### src/rtl/decision_forest_vote_assert.svh
// ----------------------------------------------------------------------------
// decision_forest_vote assertion macros
// Concurrent checks on clk, disabled while arst_n is low. Define
// NO_ASSERTIONS to compile them away.
// ----------------------------------------------------------------------------
`ifndef DECISION_FOREST_VOTE_ASSERT_SVH
`define DECISION_FOREST_VOTE_ASSERT_SVH

`ifndef NO_ASSERTIONS

// Check that cond holds at every edge.
`define DFV_CHECK(label, cond) \
	label: assert property (@(posedge clk) disable iff (!arst_n) (cond)) \
		else $error("decision_forest_vote: check failed");

// Check that cons holds whenever ante holds.
`define DFV_CHECK_IMP(label, ante, cons) \
	label: assert property (@(posedge clk) disable iff (!arst_n) (ante) |-> (cons)) \
		else $error("decision_forest_vote: implication failed");

`else

`define DFV_CHECK(label, cond)
`define DFV_CHECK_IMP(label, ante, cons)

`endif

`endif

### src/rtl/dfv_pkg.sv
// ----------------------------------------------------------------------------
// dfv_pkg
// Shared types and fixed field widths of the decision forest vote block.
// ----------------------------------------------------------------------------
package dfv_pkg;

	localparam int TSEL_W   = 4;
	localparam int NSEL_W   = 6;
	localparam int FEAT_W   = 3;
	localparam int VAL_W    = 31;
	localparam int VOTE_W   = 5;
	localparam int CNT_W    = 5;

	localparam int QUEUE_DEPTH = 2;
	localparam int QPTR_W      = 1;
	localparam int QCNT_W      = 2;

	typedef struct packed {
		logic              is_leaf;
		logic              leaf_class;
		logic [FEAT_W-1:0] feature;
		logic [VAL_W-1:0]  threshold;
		logic [NSEL_W-1:0] left_child;
		logic [NSEL_W-1:0] right_child;
	} node_t;

	typedef enum logic {
		CMD_NODE_WR,
		CMD_SAMPLE
	} cmd_kind_t;

	typedef struct packed {
		cmd_kind_t         kind;
		logic [TSEL_W-1:0] tree_sel;
		logic [NSEL_W-1:0] node_sel;
		node_t             node;
		logic [FEAT_W-1:0] slot;
		logic              slot_ok;
		logic              last;
		logic [VAL_W-1:0]  value;
	} cmd_t;

	typedef enum logic [1:0] {
		W_IDLE,
		W_READ,
		W_EVAL,
		W_DONE
	} walk_state_t;

	typedef struct packed {
		logic full;
		logic empty;
	} q_status_t;

	typedef struct packed {
		logic busy;
		logic result_load;
	} back_status_t;

endpackage

### src/rtl/dfv_queue.sv
// ----------------------------------------------------------------------------
// dfv_queue
// Two-entry command queue between the front and the back.
// ----------------------------------------------------------------------------
module dfv_queue import dfv_pkg::*; (
	input  logic      clk,
	input  logic      arst_n,
	input  logic      push,
	input  cmd_t      push_cmd,
	input  logic      pop,
	output cmd_t      head_cmd,
	output q_status_t q_stat
);

	cmd_t              entry_q [QUEUE_DEPTH];
	logic [QPTR_W-1:0] wr_ptr_q;
	logic [QPTR_W-1:0] rd_ptr_q;
	logic [QCNT_W-1:0] count_q;
	logic              do_push;
	logic              do_pop;

	assign q_stat.full  = count_q == QCNT_W'(QUEUE_DEPTH);
	assign q_stat.empty = count_q == '0;
	assign do_push      = push && !q_stat.full;
	assign do_pop       = pop && !q_stat.empty;
	assign head_cmd     = entry_q[rd_ptr_q];

	always_ff @(posedge clk or negedge arst_n) begin
		if (!arst_n) begin
			wr_ptr_q <= '0;
			rd_ptr_q <= '0;
			count_q  <= '0;
		end else begin
			if (do_push) wr_ptr_q <= wr_ptr_q + QPTR_W'(1);
			if (do_pop)  rd_ptr_q <= rd_ptr_q + QPTR_W'(1);
			case ({do_push, do_pop})
				2'b10:   count_q <= count_q + QCNT_W'(1);
				2'b01:   count_q <= count_q - QCNT_W'(1);
				default: count_q <= count_q;
			endcase
		end
	end

	always_ff @(posedge clk) begin
		if (do_push) entry_q[wr_ptr_q] <= push_cmd;
	end

endmodule

### config.mk
export PLATFORM = sky130hd
export DESIGN_NAME = dfv_queue
export DESIGN_NICKNAME = d
export VERILOG_FILES = /design/src/rtl/decision_forest_vote_assert.svh /design/src/rtl/dfv_pkg.sv /design/src/rtl/dfv_queue.sv
export SDC_FILE = /design/constraint.sdc
export NUM_CORES = 1
export LEC_CHECK = 0
export BUFFER_PORTS_ARGS = -buffer_cell sky130_fd_sc_hd__buf_4
export CORE_ASPECT_RATIO = 0.5
export CORE_MARGIN = 10
export CORE_UTILIZATION = 40
export DETAILED_ROUTE_END_ITERATION = 7
export PLACE_DENSITY = 0.71
export SKIP_CTS_REPAIR_TIMING = 1
export SYNTH_ARGS = -nofsm -noshare
export SYNTH_HDL_FRONTEND = slang
export SYNTH_SLANG_ARGS = --single-unit
export TNS_END_PERCENT = 20
### constraint.sdc
create_clock -name clk -period 4.8 [get_ports clk]
set_clock_uncertainty 0.05 [all_clocks]
set_input_delay 0.96 -clock clk [delete_from_list [all_inputs] [get_ports clk]]
set_output_delay 0.96 -clock clk [all_outputs]
set_load 0.1 [all_outputs]
* After elaboration in Yosys (flattened, before gate mapping)
Memory sizes are Yosys's and may differ from the RTL's.
Index checks and enable logic that the tools add are counted.
W data, S select, Z words.
** Storage, ports and cells
- Register bits after elaboration :: 4
- RAM bits :: 190
- Bits of input ports :: 99
- Memories :: 1
** Memory list
- entry_q :: depth 2, bits a word 95, rd ports 1, clocked after Yosys merged registers in 0, wr ports 1, line dfv_queue.sv:15 : cmd_t entry_q [QUEUE_DEPTH];
** Operators by class
- $add $sub $neg :: 4
- Equality and inequality tests :: 3
- Muxes and demuxes :: 3
- Reductions and logical operators :: 6
** Operators by type and width (number)
- $eq A2 B2 Y1 const B :: 2
- $pmux W2 S2 :: 1
- $add A1 B1 Y1 const B :: 2
- $add A2 B1 Y2 const B :: 1
- $eq A2 B1 Y1 const B :: 1
- $logic_and A1 B1 Y1 :: 2
- $logic_not A1 Y1 :: 2
- $logic_not A2 Y1 :: 1
- $mux W1 :: 2
- $reduce_bool A2 Y1 :: 1
- $sub A2 B1 Y2 const B :: 1

* Longest topological paths before layout
- Depth in word-level cells :: 5
- Depth in mapped cells :: 6
- Depth with buffers taken out :: 6

* Worst setup path before layout
OpenSTA, ideal clock, no wires.
- Path type :: input to register
- From :: input push
- To :: memory entry_q[0][0] (netlist bit), enable pin
- Setup time :: 549 ps
- Arrival time :: 5010 ps
- Required time :: 4201 ps
- Slack :: -810 ps
- Stages :: 2
- Path buffers :: 0
- Cells stage by stage :: nand2_1 nor2_1
** Between the ends
- Word-level cells in the longest chain between the ends :: 3
** RTL lines
- start: declaration :: line dfv_queue.sv:8 : input logic push,
- $logic_and A1 B1 Y1 :: line dfv_queue.sv:24 : assign do_push = push && !q_stat.full;
- $mux W1 :: line dfv_queue.sv:45 : if (do_push) entry_q[wr_ptr_q] <= push_cmd;
- $mux W1 (not written as such) :: line dfv_queue.sv:45
- end: declaration :: line dfv_queue.sv:15
No other way between the ends.

==> impl_results.md <==
* Synth Register Bits at 194
* Ys Warns at 0
* Number of distinct library cells after synthesis at 17
* R2r endpoint: entry_q[1][51]$_DFFE_PP_
* Combinational family with the most area after synthesis: multiplexers
* RSZ-0062 raised after global routing: false
* Htree depth at 4
* Final cell count without fillers at 769
* Mux cell area share after synthesis at 16.8%
* Synth top cells by count: 190 x edfxtp_1, 55 x mux2_2, 40 x mux2_4, 5 x buf_2
* Final #Nets at 622
* Max_cap viols at 0
* Area of placed instances at 8940 um^2
* Setup TNS at 0 ps
* Most numerous cell in the Yosys netlist: edfxtp_1
* Die height at 115 um
* Vias in the first global route at 3,896
* Initial antenna violation count at 0
* Worst-case clock buffer depth at 2
* Seq/Total Area, Yosys at 80.1%
* Post-synth EDFFs at 190
* Clk_lat worst skew at 420 ps
* Wire per inst at 20.4 um
* Worst Setup End Kind: output pin
* CP Max Fanout at 56
* HP Class: primary input to async pin
* Tightest Pin Transition at 730 ps
* Max Freq at 294 MHz
* Outcome: complete, no violations
* Post-route cell area at 9490 um^2
* Syn-to-layout area delta at 30.9%
* Worst endpoint required time at 3790 ps
* Final Hold Viols at 0
* CP Class: flop to output pin
* Filler cells at 1,408
* Initial core utilization at 41.3%
* Layout cells sized above 1 at 61.3%
* Cts bufs inserted at 17
* Syn Area/Cell at 23.1 um^2
* Fin crit share at 71.0%
* Mapped Cells at 314
* Io pins at 196
* Post-Place Cells at 737
* Core area at 17,600 um^2
* Post-Synth XOR/XNOR Area at 0.604%
* Die X at 210 um
* CTS tree: built
* Root buf cell: clkbuf_16
* R2R Path Start: count_q[0]$_DFFE_PN0P_
* # rows at 34
* Total wire length at 15.7 mm
* DPL Wire Length at 11.0 mm
* GRT overflow at 0
* Largest delay contributor family on the critical path: flip-flops
* Adder-cell share of the synthesized area at 0.173%
* WP data arrival at 2400 ps
* # diodes at 0
* Pin count of the biggest net entering global routing at 57
* Synth Flop Type: edfxtp_1
* First-pass GRT wire length at 23.2 mm
* First-pass iteration count of the detailed router at 6
* Number of port buffers at 195
* Detailed-route DRC error count at 0
* CP max stage delay at 900 ps
* Mapped Area at 7250 um^2
* Fraction of registers with async set or reset after synthesis at 2.06%
* Clock-pin slew on the worst setup and hold paths at 70 ps
* Critical path, cell by cell: buf_12 -> mux2_2 -> buf_4
* Internal reg-to-reg setup slack at 2630 ps
* Compound-Gate Fraction of Synth Area at 0%
* Antenna-violating nets left at 0
* Final Setup Violations at 0
* Avg Vias per Cell at 4.62
* 1st-iter DRT viols at 183
* GRT Total Usage at 12.8%
* CP max-delay cell: dfrtp_4
* R2R depth at 3
* Top cells by area, synth: edfxtp_1 79%, mux2_2 8.5%, mux2_4 8.3%, dfrtp_1 1.4%, buf_12 1.1%
* Cell taking the most area after synthesis: edfxtp_1
* Tmin final at 3410 ps
* Clock Sinks at 194
* Global placement routability congestion at 0.750
* Buf+Inv Stages, Crit Path at 2
* Max Slew Vio Count at 0
* Worst slew margin relative to its limit at 51.3%
* Via Count at 3,555
* Die area at 24,200 um^2
* Syn nets at 414
* Crit path launch type: flop
* Simple-gate share of the synthesized area at 0.466%
* Post-synth top area share at 78.7%
layout by cell type, fill, tap and decap left out:
master      synthesis  routed
clkinv_2            0       1
inv_6               0       5
inv_8               0       2
and3_4              0       1
mux2_2             55      55
nor2_4              0       1
clkbuf_16           0      17
xnor2_1             3       3
nor2_1              3       2
nand2b_1            1       1
inv_1               1       1
ha_1                1       1
clkinv_1            0       2
clkinv_4            0       4
buf_4               0     199
dfrtp_1             4       3
mux2_4             40      40
nor2b_1             1       1
xor2_1              2       2
dfrtp_4             0       1
edfxtp_1          190     190
clkinvlp_4          0       1
buf_12              4       1
nand2_1             1       1
kinds of logic (layout without fill, tap and decap cells):
family	Yosys count	count (layout)
xor+xnor	5	5
mux	95	95
fa+ha+maj	1	1
flops	194	194
simple gates	7	7
buf+inv	12	233
worst max path at each step:
| stage | start | to | slack (ps) | cells after the start |
|---|---|---|---|---|
| final | rd_ptr_q$_DFFE_PN0P_ | head_cmd[92] | 1390 | 3 |
| after global placement | rd_ptr_q$_DFFE_PN0P_ | head_cmd[83] | 1840 | 3 |
| after CTS | rd_ptr_q$_DFFE_PN0P_ | head_cmd[92] | 1370 | 3 |
| after detailed placement | rd_ptr_q$_DFFE_PN0P_ | head_cmd[92] | 1820 | 3 |
| after global routing | rd_ptr_q$_DFFE_PN0P_ | head_cmd[9] | 1300 | 3 |
| after floorplan | push | entry_q[0][0]$_DFFE_PP_ | 790 | 2 |
area by class of cell:
cell class                      count  area, um^2  area share (%)
Sequential cell                   194        5810            61.2
Timing Repair Buffer              200        1510            16.0
Multi-Input combinational cell    108        1320            13.9
Clock buffer                       17         425            4.48
Tap cell                          234         293            3.09
Clock inverter                     15         121            1.28
Inverter                            1        3.75          0.0396
flip-flops by register name (all words and copies together) (netlist names):
name	flops
wr_ptr_q	1
rd_ptr_q	1
entry_q	190
count_q	2
worst register-to-register path, cell delays in order (launching register included):
cell and delay [ps]:
dfrtp_1 410, nand2b_1 170, and3_4 660, buf_4 520
layer usage:
| layer | global-route usage [%] | routed length, um |
|---|---|---|
| met1 | 12.7 | 5560 |
| met2 | 25.3 | 9410 |
| met3 | 3.15 | 471 |
| met4 | 4.84 | 225 |
| met5 | 0 | 0 |
metrics by stage:
stage | util [%] | worst slack (ps) | hold WS [ps]
after CTS | 54.0 | 1370 | 257
after detailed placement | 50.9 | 1820 | 445
final | 54.0 | 1390 | 273
after floorplan | - | 788 | 414
after global placement | 50.9 | 1840 | 431
after global routing | 54.0 | 1300 | 250
Power is left out: the tool's default activity adds up to more than one toggle a clock period on the data nets, which glitch-free logic cannot reach.
